## config.mk

```make
export PLATFORM = sky130hd
export DESIGN_NAME = pst_ram
export DESIGN_NICKNAME = d
export VERILOG_FILES = /design/src/rtl/core/pst_ram.sv
export SDC_FILE = /design/constraint.sdc
export NUM_CORES = 1
export LEC_CHECK = 0
export BUFFER_PORTS_ARGS = -buffer_cell sky130_fd_sc_hd__buf_2
export CORE_MARGIN = 3
export CORE_UTILIZATION = 65
export DETAILED_ROUTE_END_ITERATION = 10
export GPL_ROUTABILITY_DRIVEN = 0
export PLACE_DENSITY = 0.84
export SETUP_SLACK_MARGIN = 0.3
export SLEW_MARGIN = 30
export SYNTH_ARGS = -nofsm -noshare
export SYNTH_HDL_FRONTEND = slang
export SYNTH_SLANG_ARGS = --single-unit
```

## constraint.sdc

```tcl
create_clock -name i_clk -period 4.5 [get_ports i_clk]
set_input_delay 0.9 -clock i_clk [delete_from_list [all_inputs] [get_ports i_clk]]
set_output_delay 0.9 -clock i_clk [all_outputs]
set_load 0.02 [all_outputs]
```

## src/rtl/core/pst_ram.sv

```systemverilog
// Generic simple dual-port RAM: one write port, one registered read port.
// No dependencies.
module pst_ram #(
    parameter int unsigned WIDTH = 8,
    parameter int unsigned DEPTH = 16
) (
    input  logic                                   i_clk,
    input  logic                                   i_we,
    input  logic [(DEPTH > 1 ? $clog2(DEPTH) : 1)-1:0] i_waddr,
    input  logic [WIDTH-1:0]                       i_wdata,
    input  logic [(DEPTH > 1 ? $clog2(DEPTH) : 1)-1:0] i_raddr,
    output logic [WIDTH-1:0]                       o_rdata
);
    logic [WIDTH-1:0] r_mem [DEPTH];
    logic [WIDTH-1:0] r_rdata;

    always_ff @(posedge i_clk) begin
        if (i_we) begin
            r_mem[i_waddr] <= i_wdata;
        end
        r_rdata <= r_mem[i_raddr];
    end

    assign o_rdata = r_rdata;
endmodule

```

# Yosys cells after proc, flatten, opt, wreduce, memory -nomap -nowiden
# Memory sizes are Yosys's and may differ from the RTL's. A register that Yosys moved wholly into a read port is not among the register bits.
# Index checks and enable logic that the tools add are counted.
dict set report totals {
  input_bits 18
  memories 1
  mem_bits_rw 128
  ff_bits 0
  output_inout_bits 8
  elab_cells 3
}
# memory words width read_ports rd_clocked_by_memory_dff wr line
set memory_table {}
lappend memory_table {r_mem 16 8 1 1 1 14} ;# logic [WIDTH-1:0] r_mem [DEPTH];
dict set report classes {
  mux 2
}
# operator count
set ops {}
lappend ops {{2-to-1 mux 1 bit} 2}

# Longest topological paths before layout
dict set report logic_depth {
  depth_word 2
  depth_mapped 5
  mapped_depth_nobuf 3
}

# Worst setup path after synthesis
# OpenSTA, ideal clock, no wires.
dict set report synth_timing {
  path_kind {input to register}
  start {input i_waddr[2] (netlist name)}
  end {memory r_mem[0][0] (enable)}
  arrival_time_ns 2.010
  t_required_ns 4.117
  slack_ns 2.107
  setup_ns 0.383
  path_buffers 0
  path_stages 2
  cell_sequence {or3b_2 > nor3_1}
}
# element line
set synth_rtl {}
lappend synth_rtl {{from (decl)} 9} ;# input logic [(DEPTH > 1 ? $clog2(DEPTH) : 1)-1:0] i_waddr,
lappend synth_rtl {{to (decl)} 14}
# Straight into the memory's write port.

# Worst setup path in the final report
dict set report layout_timing {
  start {input i_waddr[2] (netlist name)}
  end {memory r_mem[3][1] (enable)}
}
# Straight into the memory's write port.

==> flow_metrics.env <==
export IMPL_status="completed"
export IMPL_dp_hpwl_mm=5.862
export IMPL_drt_pass1_iter_count=5
export IMPL_synth_yosys_seq_area_share=0.7778
export IMPL_clock_sinks=136
export IMPL_postSynthCellCount=229
export IMPL_cts_hold_buf=0
export IMPL_min_delay_path_class="register to register"
export IMPL_initial_core_util=0.6912
export IMPL_netlist_area_sq_mm=0.005147
export IMPL_drc=0
export IMPL_drive_gt1_frac=0.2903
export IMPL_clockBufferDepth=2
export IMPL_grt_max_degree=33
export IMPL_die_w_um=94.99
export IMPL_cap_viol_max_count=0
export IMPL_fin_setup_tns_ns=0
export IMPL_wl_per_cell_um=27.04
export IMPL_cts_tree="built"
export IMPL_ios=26
export IMPL_grt_overflow=0
export IMPL_total_power_mw=2.849
export IMPL_synth_top_area_share=0.7467
export IMPL_period_share=0.4643
export IMPL_worst_slew_pin_slew_ns=0.8631
export IMPL_clk_pin_slew_ns=0.06
export IMPL_rsz0062_at_grt="false"
export IMPL_path_buf_inv=1
export IMPL_hp_start="r_mem[12][3]"
export IMPL_final_common_cell="edfxtp_1"
export IMPL_viasPerCell=6.653
export IMPL_post_synth_top_area_cell="edfxtp_1"
export IMPL_vdd_drop_max_mv=0.3306
export IMPL_crit_fanout=8
export IMPL_fill_cells=381
export IMPL_cts_made_buffers=17
export IMPL_skew_ns=0.01221
export IMPL_hold_ws_ns=0.6753
export IMPL_crit_type="input port to register"
export IMPL_cts_root_buf="clkbuf_8"
export IMPL_max_stage_delay_ns=0.66
export IMPL_drtIter0Drc=266
export IMPL_synth_cell_type_count=19
export IMPL_final_antenna_net_count=0
export IMPL_seq_area_sq_mm=0.004004
export IMPL_ys_ff_latch=136
export IMPL_synth_fp_nets=247
export IMPL_reg2reg_slack_ns=3.04
export IMPL_post_cts_resized=0
export IMPL_die_area_sq_mm=0.009023
export IMPL_wirelength_mm=10.22
export IMPL_critPathTopFamily="simple AND/OR/NAND/NOR gates"
export IMPL_track_usage=0.2590
export IMPL_syn_to_final_growth_pct=14.80
export IMPL_htreeDepth=4
export IMPL_min_period_ns=2.089
export IMPL_critPathLaunch="i_waddr[2]"
export IMPL_power_leakage_nw=1.986
export IMPL_antennaDiodeCount=0
export IMPL_antenna_found_initial=0
export IMPL_fmaxAchievable_ghz=0.4786
export IMPL_dieHeight_um=94.99
export IMPL_cp_cell_sequence="buf_2 > or3b_2 > nor2_1"
export IMPL_p_per_area_mw_per_mm2=482.1
export IMPL_grt_pass1_wl_mm=15.66
export IMPL_yosysWarnings=0
export IMPL_synth_area_leaders="edfxtp_1 75%, mux4_2 7.9%, mux4_1 7.1%"
export IMPL_cp_start_kind="input port"
export IMPL_cts_setup_buffers=0
export IMPL_final_cell_mix="128 x edfxtp_1, 24 x buf_2, 18 x mux4_2, 16 x a22oi_1, 16 x clkbuf_16"
export IMPL_slowest_stage="nor2_1"
export IMPL_endpoint_kind="register"
export IMPL_syn_avg_cell_area_sq_um=22.48
export IMPL_r2r_start="r_mem[1][1]"
export IMPL_coreArea_sq_mm=0.007447
export IMPL_vias=2515
export IMPL_first_global_vias=2589
export IMPL_nNetsFinal=284
export IMPL_slew_headroom=0.4224
export IMPL_finalHoldViolCount=0
export IMPL_multiInputGateArea_sq_mm=0.001070
export IMPL_setup_violations=0
export IMPL_cp_data_arrival_time_ns=2.22
export IMPL_portBuffers=25
export IMPL_row_count=31
export IMPL_clock_latency_ns=0.51
export IMPL_cp_required_ns=4.63
export IMPL_maxSlewViolCount=0
-- synthesized netlist by cell type --
cell,n
clkdlybuf4s25_2,3
and2b_1,1
nand2b_1,2
mux4_2,18
a22oi_1,16
nand2_1,9
nor3_1,4
or3b_2,1
dfxtp_1,8
nand3b_1,2
mux4_1,14
buf_6,3
and2_1,1
buf_4,1
buf_2,3
nor2b_1,1
nand3_1,1
edfxtp_1,128
nor2_1,13
-- power by group --
part           leakage (nW)  switching (mW)  internal, mW
sequential             1.22          0.0110          1.42
combinational         0.488          0.0828        0.0513
clock                 0.275           0.491         0.797
-- cell type report --
class / count / share of cell area
timing repair buffer: 28 / 0.02541
tap: 99 / 0.02096
clock buffer: 19 / 0.07305
clock inverter: 13 / 0.02202
multi-input combinational: 83 / 0.1810
sequential: 136 / 0.6775
-- flip-flops by register name (all words and copies together) (netlist names) --
signal	flops
r_mem	128
o_rdata	8
-- final timing paths --
| path | endpoint | cells after the start |
|---|---|---|
| setup / recovery | r_mem[3][1] | 3 |
| hold / removal | o_rdata[3] | 3 |
| setup reg to reg | o_rdata[1] | 3 |
| hold reg to reg | o_rdata[3] | 3 |
-- per-layer routing --
| layer | track usage | wire length [um] | vias up |
|---|---|---|---|
| li1 | - | - | 1056 |
| met1 | 0.3711 | 4072 | 1286 |
| met2 | 0.3852 | 5095 | 154 |
| met3 | 0.09084 | 898 | 19 |
| met4 | 0.07813 | 155 | 0 |
| met5 | 0 | 0 | - |
-- kinds of logic (layout without fill, tap and decap cells) --
logic type             Yosys count  count (layout)  share of synthesized area
flip-flops                     136             136                     0.7778
buffers and inverters           10              60                    0.01677
multiplexers                    32              32                     0.1502
AND/OR/NAND/NOR                 35              35                    0.03184
AO/OA/AOI/OAI                   16              16                    0.02334
-- worst reg2reg max path: stages (launching register included) --
cell and delay, ns:
edfxtp_1 0.41, mux4_1 0.58, a22oi_1 0.26, nand2_1 0.09
-- metrics by stage --
step / cells / util / setup WS (ns) / cell area, sq um
2_1_floorplan: 229 / - / 2.107 / 5147
3_5_place_dp: 346 / 0.7171 / 1.893 / 5340
3_3_place_gp: 346 / 0.7161 / 1.542 / 5333
5_1_grt: 378 / 0.7935 / 2.298 / 5909
4_1_cts: 378 / 0.7925 / 2.405 / 5902
6_report: 378 / 0.7935 / 2.411 / 5909
Power figures use the tool's default switching activity.
