===== src/rtl/core/pst_pkg.sv =====
// Package for the port scan tracker.
// Holds transfer structs, function codes, state encoding and fixed sizes.
// No dependencies.
package pst_pkg;

    localparam int unsigned LISTEN_BITS  = 32;
    localparam int unsigned LISTEN_ROWS  = 65536 / LISTEN_BITS;
    localparam int unsigned LISTEN_RAW   = 11;

    localparam logic [2:0] FUNC_BEGIN  = 3'd0;
    localparam logic [2:0] FUNC_LISTEN = 3'd1;
    localparam logic [2:0] FUNC_CONN   = 3'd2;
    localparam logic [2:0] FUNC_EXPIRE = 3'd3;
    localparam logic [2:0] FUNC_QUERY  = 3'd4;

    localparam logic CFG_THRESHOLD = 1'b0;
    localparam logic CFG_TTL       = 1'b1;

    localparam logic [4:0]  THRESHOLD_RESET = 5'd8;
    localparam logic [15:0] TTL_RESET       = 16'd300;

    typedef struct packed {
        logic [2:0]  func;
        logic [31:0] now_seconds;
        logic        is_tcp;
        logic        is_listen;
        logic        remote_valid;
        logic [31:0] remote_ip;
        logic [15:0] lport;
    } t_in;

    typedef struct packed {
        logic [4:0] flagged_ports;
        logic [6:0] entry_count;
        logic       dropped;
        logic       counted;
    } t_out;

    typedef enum logic [3:0] {
        S_CLEAR,
        S_IDLE,
        S_LREAD,
        S_LCHECK,
        S_SCAN,
        S_PREP,
        S_PSCAN,
        S_UPDATE,
        S_DONE
    } t_state;

endpackage


===== src/rtl/core/pst_addr_filter.sv =====
// Public IPv4 address check for connection records.
// Depends on pst_pkg.
module pst_addr_filter
    import pst_pkg::*;
(
    input  logic [31:0] i_ip,
    output logic        o_public
);
    logic [7:0] a;
    logic [7:0] b;

    always_comb begin
        a = i_ip[31:24];
        b = i_ip[23:16];
        o_public = 1'b1;
        if (a == 8'd0 || a >= 8'd224 || a == 8'd10 || a == 8'd127) o_public = 1'b0;
        if (a == 8'd169 && b == 8'd254) o_public = 1'b0;
        if (a == 8'd172 && b >= 8'd16 && b <= 8'd31) o_public = 1'b0;
        if (a == 8'd192 && b == 8'd168) o_public = 1'b0;
        if (a == 8'd100 && b >= 8'd64 && b <= 8'd127) o_public = 1'b0;
    end
endmodule


===== config.mk =====
export PLATFORM = sky130hd
export DESIGN_NAME = pst_addr_filter
export DESIGN_NICKNAME = d
export VERILOG_FILES = /design/src/rtl/core/pst_pkg.sv /design/src/rtl/core/pst_addr_filter.sv
export SDC_FILE = /design/constraint.sdc
export NUM_CORES = 1
export LEC_CHECK = 0
export BUFFER_PORTS_ARGS = -buffer_cell sky130_fd_sc_hd__buf_2
export CORE_AREA = 2 2 39 41
export DETAILED_ROUTE_END_ITERATION = 10
export DIE_AREA = 0 0 41 43
export PLACE_DENSITY = 0.46
export SLEW_MARGIN = 20
export SYNTH_ARGS = -nofsm -noshare
export SYNTH_HDL_FRONTEND = slang
export SYNTH_SLANG_ARGS = --single-unit

===== constraint.sdc =====
create_clock -name vclk -period 4.93
set_input_delay 0.493 -clock vclk [all_inputs]
set_output_delay 0.493 -clock vclk [all_outputs]
set_load 0.05 [all_outputs]

# Word-level counts from Yosys, hierarchy flattened
# Cells that the tools add are included.
[totals]
ff_bits = 0
inputBits = 32
output_inout_bits = 1
word_cells = 28
[classes]
n_lt_le_gt_ge = 5
eq_ne = 8
n_mux = 5
reduce_logical = 10
[op_table]
columns = ["cell", "n"]
rows = [
  ["equality test 8 bit (second input constant)", 5],
  ["equality test 8 x 7 -> 1 bit (second input constant)", 2],
  ["equality test 8 x 4 -> 1 bit (second input constant)", 1],
  ["greater-or-equal comparator 8 x 5 -> 1 bit (second input constant)", 1],
  ["greater-or-equal comparator 8 x 7 -> 1 bit (second input constant)", 1],
  ["greater-or-equal comparator 8 bit (second input constant)", 1],
  ["<= comparator 8 x 5 -> 1 bit (second input constant)", 1],
  ["<= comparator 8 x 7 -> 1 bit (second input constant)", 1],
  ["logical NOT 8 bit", 1],
  ["logical AND 1 bit", 6],
  ["2-to-1 mux 1 bit", 5],
  ["logical OR 1 bit", 3],
]

# Logic depth before layout (Yosys ltp)
# Gate-level depths: netlist (run 1).
[depth]
ltp_word = 9
mapped_depth = 4
depth_no_buf = 4

# Worst setup path after synthesis (run 1)
# Ideal clock, no wire load.
[synth_path]
path_kind = "input-to-output"
startpoint = "input port i_ip[23]"
endpoint = "output port o_public"
arrival_ns = 2.041
required_time_ns = 4.437
slack_ns = 2.396
stages = 4
n_path_buf = 0
cell_sequence = "and4b_1 -> nand4_1 -> a2111oi_1 -> a211oi_1"
[synth_between]
elab_chain_len = 6
elab_cells_between_ends = 16
classes_between = "4 x order compare; 2 x eq/ne; 4 x mux; 6 x reduce/logical"
[synth_lines]
columns = ["item", "line_no", "source"]
rows = [
  ["start, declared", "pst_addr_filter.sv:6", "input logic [31:0] i_ip,"],
  ["greater-or-equal comparator 8 x 5 -> 1 bit or equality test 8 bit (tied branches)", "pst_addr_filter.sv:18, pst_addr_filter.sv:17", ""],
  ["logical AND 1 bit (on tied branches)", "pst_addr_filter.sv:18, pst_addr_filter.sv:17", ""],
  ["logical AND 1 bit or 2-to-1 mux 1 bit (tied branches)", "pst_addr_filter.sv:18, pst_addr_filter.sv:17", ""],
  ["2-to-1 mux 1 bit", "pst_addr_filter.sv:18", "if (a == 8'd172 && b >= 8'd16 && b <= 8'd31) o_public = 1'b0;"],
  ["2-to-1 mux 1 bit", "pst_addr_filter.sv:19", "if (a == 8'd192 && b == 8'd168) o_public = 1'b0;"],
  ["2-to-1 mux 1 bit (*)", "pst_addr_filter.sv:20", "if (a == 8'd100 && b >= 8'd64 && b <= 8'd127) o_public = 1'b0;"],
  ["end, declared", "pst_addr_filter.sv:7", "output logic o_public"],
]
# Every way passes the cells marked *; elsewhere a longest branch is shown, timed or not.

# Final worst setup path (run 1)
[layout_path]
startpoint = "input port i_ip[24]"
endpoint = "output port o_public"
[layout_between]
elab_chain_len = 9
elab_cells_between_ends = 22
classes_between = "1 x order compare; 6 x eq/ne; 5 x mux; 10 x reduce/logical"
[layout_lines]
columns = ["item", "line_no", "source"]
rows = [
  ["greater-or-equal comparator 8 bit or logical NOT 8 bit (tied branches)", "pst_addr_filter.sv:16", "if (a == 8'd0 || a >= 8'd224 || a == 8'd10 || a == 8'd127) o_public = 1'b0;"],
  ["logical OR 1 bit (3 in a row)", "pst_addr_filter.sv:16", ""],
  ["2-to-1 mux 1 bit", "pst_addr_filter.sv:16", ""],
  ["2-to-1 mux 1 bit", "pst_addr_filter.sv:17", "if (a == 8'd169 && b == 8'd254) o_public = 1'b0;"],
  ["2-to-1 mux 1 bit", "pst_addr_filter.sv:18", ""],
  ["2-to-1 mux 1 bit", "pst_addr_filter.sv:19", ""],
  ["2-to-1 mux 1 bit (*)", "pst_addr_filter.sv:20", ""],
]
# Marked as above.

==> impl_metrics.py, run 1 <==
metrics = {
    "outcome": {
        "run_status": "finished, final reports clean",
    },
    "placement": {
        "buffers_added_on_ports": 17,
        "postPlaceCellArea_um2": 265,
        "placedCellCount": 58,
        "gp_congestion": 0.796,
        "detailedPlace.worstSlack_ps": 2230,
    },
    "timing": {
        "tightestPinTransition_ps": 390,
        "layout_setup_ws_ps": 2190,
        "unrepaired_setup_endpoints_after_global_routing": "false",
        "max_clock_freq_ghz": 0.365,
        "slew_violations": 0,
        "setup-tns-final_ps": 0,
        "finalWorstPathRequiredPeriod_ps": 2740,
        "relSlewSlack_pct": 74.0,
        "finalSetupViolCount": 0,
        "period_utilization_pct": 55.6,
        "finalHoldViolCount": 0,
    },
    "die": {
        "start_util_pct": 11.6,
        "ioPinCount": 33,
        "dieHeight_um": 43,
        "placeableCoreArea_um2": 1380,
        "die_width_um": 41,
        "design.die.area_um2": 1760,
        "std_cell_rows": 14,
    },
    "synth": {
        "syn_inst": 25,
        "synth.largest_area_cell": "nand2_1",
        "yosysSeqAreaShare_pct": 0,
        "cell_types_with_the_largest_area_share_after_synthesis": "nand2_1 9.4%, nand4_1 7.8%, nor4_1 7.8%",
        "syn_avg_cell_area_um2": 6.41,
        "yosysWarningCount": 0,
        "synth_largest_type_area_fraction_pct": 9.38,
        "synth.cell_area_um2": 160,
        "most_frequent_cell_after_synthesis": "nand2_1",
        "yosysUniqueCellTypes": 17,
        "synthesis.nets": 57,
    },
    "finish": {
        "clkbuf_count": 0,
        "drive_gt1_share_pct": 47.6,
        "flow.area_growth_from_synthesis_pct": 65.6,
        "area.sequential_um2": 0,
        "sequential_cell_total": 0,
        "final_design_area_no_fill_um2": 265,
        "antenna_cells_inserted": 0,
        "nNetsFinal": 76,
        "layout.core_utilization_pct": 19.2,
        "instances_no_fill": 58,
        "layout.filler_cells": 155,
    },
    "global_route": {
        "grt_start_max_net_pins": 6,
        "vias_in_the_first_global_route": 241,
        "grt_residual_overflow": 0,
        "number_of_antenna_violations_at_the_first_check_in_global_routing": 0,
        "global_route_wire_length_before_repair_um": 938,
        "global_router_s_overall_resource_usage_pct": 7.19,
    },
    "power": {
        "p_int_mw": 0.00751,
        "swShare_pct": 54.0,
        "seq_power_share_pct": 0,
        "power.net_switching_mw": 0.00882,
        "p_per_area_nw_per_um2": 61.6,
        "clockPowerShare_pct": 0,
        "vdd_ir_max_mv": 0.0152,
        "combinationalPowerShare_pct": 100.0,
        "power_leakage_nw": 0.110,
    },
    "route": {
        "detail_route.first_pass.iterations": 4,
        "drc": 0,
        "first_iter_violations": 2,
        "finalWirelength_um": 597,
        "post_drt_via_cell_ratio": 4.60,
        "post_drt_wl_per_cell_um": 10.3,
        "vias": 267,
        "drtAntennaViolNets": 0,
    },
    "critical_path": {
        "timing.critical_path.required_ps": 4440,
        "startpoint": "i_ip[24]",
        "setup.worst_path.class": "primary input to output pin",
        "critPathMaxFanout": 5,
        "cp_num_cells": 6,
        "cp_data_arrival_time_ps": 2250,
        "crit_top_cell": "buf_2",
        "crit_path_start_kind": "primary input",
        "buffers_plus_inverters_on_the_worst_setup_path": 2,
        "crit_path_cell_trace": "buf_2 -> or4b_1 -> or3_1 -> a2111oi_1 -> a211oi_1 -> buf_2",
        "timing.critical_path.slowest_stage_cell": "or4b_1",
        "endpoint_kind_of_the_worst_setup_timing_path": "output pin",
        "worst_path_largest_cell_delay_ps": 520,
        "crit_family": "simple AND/OR/NAND/NOR gates",
    },
    "flow_run": {
        "max_cap_viol": 0,
    },
    "clock_tree": {
        "post_cts_buffers": 0,
        "cts.hold.buffers_added": 0,
        "cts_resized": 0,
    },
    "min_path": {
        "holdCritStartpoint": "i_ip[29]",
        "worstHoldPathType": "primary input to output pin",
        "hold_path_depth": 5,
    },
}
## cell families after synthesis
family          after synthesis  synth area share, %
compound gates                6                 32.8
buf+inv                       2                 4.69
simple gates                 17                 62.5
## final timing paths
path,endpoint,slack (ps)
min,o_public,1570
max,o_public,2190
## cell usage in the layout (no fill, tap or decap)
| cell | instances |
|---|---|
| buf_2 | 17 |
| nand2_1 | 4 |
| nor2_1 | 2 |
| nor4_1 | 2 |
| nand3_1 | 2 |
| nand4_1 | 2 |
| inv_1 | 2 |
| and4b_1 | 1 |
| o21ai_0 | 1 |
| and3_2 | 1 |
| or4b_1 | 1 |
| or3_1 | 1 |
| a2111oi_1 | 1 |
| or4_2 | 1 |
| o22a_1 | 1 |
| o41a_2 | 1 |
| o32ai_1 | 1 |
| a211oi_1 | 1 |
## area by class of cell
cell class	instances	area [µm²]	area share, %
repair buffers	17	85.1	32.1
well taps	16	20.0	7.55
inverters	2	7.51	2.83
multi-input cells	23	153	57.5
## worst min-delay path, delay by kind of cell
kind	cells	cell delay (ps)
AO/OA/AOI/OAI	2	200
buffers and inverters	2	320
AND/OR/NAND/NOR	1	70
## power by group through the flow
stage / clock network, mW / registers (mW) / logic, mW
after global routing: 0 / 0 / 0.0181
after CTS: 0 / 0 / 0.0164
after detailed placement: 0 / 0 / 0.0164
after floorplan: 0 / 0 / 0.00585
final: 0 / 0 / 0.0163
after global placement: 0 / 0 / 0.0164
## routing by layer
layer / share of wire [%] / track usage, % / routed length (µm) / up-vias
li1: - / - / - / 139
met4: 0 / 0 / 0 / 0
met3: 11 / 1.05 / 65 / 0
met1: 47 / 10.4 / 281 / 117
met2: 42 / 11.6 / 250 / 11
met5: 0 / 0 / 0 / -
## per-stage QoR
step | hold slack, ps | power (mW)
finish | 1570 | 0.0163
global route | 1610 | 0.0181
CTS | 1570 | 0.0164
detailed placement | 1570 | 0.0164
global placement | 1570 | 0.0164
floorplan | 1360 | 0.00585
(Power assumes the default switching activity.)
==> inputs of run 2 (changes only) <==
--- a/config.mk
+++ b/config.mk
@@ -9,7 +9,7 @@
 export CORE_AREA = 2 2 39 41
 export DETAILED_ROUTE_END_ITERATION = 10
 export DIE_AREA = 0 0 41 43
-export PLACE_DENSITY = 0.46
+export PLACE_DENSITY = 0.47
 export SLEW_MARGIN = 20
 export SYNTH_ARGS = -nofsm -noshare
 export SYNTH_HDL_FRONTEND = slang
==> constraint.sdc (replaced) <==
create_clock -name vclk -period 2.4
set_input_delay 0.24 -clock vclk [all_inputs]
set_output_delay 0.24 -clock vclk [all_outputs]
set_load 0.05 [all_outputs]
==> run 2 against run 1 <==
Utilization is the same. Count of clock-buffer cells in the layout is the same. First-iteration DRC count grew 50%. Final area is the same. Sequential share of layout area is the same. Non-clock buffer count is the same. Setup slack lost 2000 ps. Global-route usage grew 0.40 points. Largest cell class unchanged. Highest routed layer unchanged. Cell count is the same.
==> impl_metrics.py, run 2 (synthesis results as in run 1) <==
metrics = {
    "route": {
        "detail_route.first_pass.iterations": 2,
        "finalWirelength_um": 600,
        "post_drt_via_cell_ratio": 4.74,
        "post_drt_wl_per_cell_um": 10.3,
        "drc": 0,
        "vias": 275,
        "first_iter_violations": 3,
        "drtAntennaViolNets": 0,
    },
    "die": {
        "design.die.area_um2": 1760,
        "dieHeight_um": 43,
        "placeableCoreArea_um2": 1380,
        "start_util_pct": 11.6,
        "std_cell_rows": 14,
        "die_width_um": 41,
        "ioPinCount": 33,
    },
    "timing": {
        "slew_violations": 0,
        "period_utilization_pct": 90.8,
        "tightestPinTransition_ps": 327,
        "finalWorstPathRequiredPeriod_ps": 2180,
        "hold_slack_ps": 1050,
        "finalSetupViolCount": 0,
        "finalHoldViolCount": 0,
        "layout_setup_ws_ps": 221,
        "unrepaired_setup_endpoints_after_global_routing": "false",
        "setup-tns-final_ps": 0,
        "max_clock_freq_ghz": 0.459,
        "relSlewSlack_pct": 78.2,
    },
    "finish": {
        "final_design_area_no_fill_um2": 265,
        "mostFrequentLayoutCells": "17 x buf_2, 4 x nand2_1",
        "drive_gt1_share_pct": 47.6,
        "clkbuf_count": 0,
        "instances_no_fill": 58,
        "layout.core_utilization_pct": 19.2,
        "layout.filler_cells": 163,
        "area.sequential_um2": 0,
        "antenna_cells_inserted": 0,
        "nNetsFinal": 76,
        "flow.area_growth_from_synthesis_pct": 65.6,
        "sequential_cell_total": 0,
        "most_frequent_standard_cell_in_the_layout_excluding_fill_and_tap_cells": "buf_2",
    },
    "power": {
        "post-layout-total-power_mw": 0.0337,
        "vdd_ir_max_mv": 0.0319,
        "power_leakage_nw": 0.110,
        "p_per_area_nw_per_um2": 127,
    },
    "critical_path": {
        "crit_path_start_kind": "primary input",
        "crit_family": "simple AND/OR/NAND/NOR gates",
        "buffers_plus_inverters_on_the_worst_setup_path": 2,
        "critPathMaxFanout": 3,
        "cp_data_arrival_time_ps": 1940,
        "timing.critical_path.slowest_stage_cell": "or4b_1",
        "timing.critical_path.required_ps": 2160,
        "endpoint_kind_of_the_worst_setup_timing_path": "output pin",
        "setup.worst_path.class": "primary input to output pin",
        "crit_top_cell": "buf_2",
        "worst_path_largest_cell_delay_ps": 530,
        "crit_path_cell_trace": "buf_2 -> or4b_1 -> or3_1 -> a2111oi_1 -> a211oi_1 -> buf_2",
    },
    "global_route": {
        "global_route_wire_length_before_repair_mm": 1.01,
        "global_router_s_overall_resource_usage_pct": 7.59,
        "number_of_antenna_violations_at_the_first_check_in_global_routing": 0,
        "vias_in_the_first_global_route": 244,
        "grt_start_max_net_pins": 6,
        "grt_residual_overflow": 0,
    },
    "placement": {
        "placedCellCount": 58,
        "postPlaceCellArea_um2": 265,
        "buffers_added_on_ports": 17,
        "detailedPlace.worstSlack_ps": 227,
        "gp_congestion": 0.718,
    },
    "clock_tree": {
        "post_cts_buffers": 0,
        "cts.hold.buffers_added": 0,
        "cts_resized": 0,
    },
    "outcome": {
        "run_status": "finished, final reports clean",
    },
    "flow_run": {
        "max_cap_viol": 0,
    },
    "min_path": {
        "worstHoldPathType": "primary input to output pin",
    },
}
## run 2: cell counts in the layout (fill, tap and decap cells not counted)
Identical to the previous run, type by type.
## run 2: cell type report
cell class	instances	area, µm²	share of cell area, %
Timing Repair Buffer	17	85.1	32.1
Tap cell	16	20.0	7.55
Multi-Input combinational cell	23	153	57.5
Inverter	2	7.51	2.83
## run 2: layer usage
metal | up-vias | track usage (%) | part of all wire (%)
li1 | 143 | - | -
met1 | 120 | 13.6 | 52
met3 | 0 | 0 | 7.7
met4 | 0 | 0 | 0
met5 | - | 0 | 0
met2 | 12 | 10.3 | 40
## run 2: final timing paths
| check | from | endpoint | slack [ps] | cells after the start |
|---|---|---|---|---|
| worst max-delay path | i_ip[25] | o_public | 220 | 6 |
| worst min-delay path | i_ip[29] | o_public | 1050 | 5 |
## run 2: where the power goes
part,leakage (nW),switching (mW),total [mW],internal (mW)
clock network,0,0,0,0
logic,0.110,0.0183,0.0337,0.0154
registers,0,0,0,0
## run 2: tightest hold or removal path, stage by stage
cell and delay, ps:
buf_2 110, nand2_1 70, o32ai_1 120, a211oi_1 60
buf_2 210
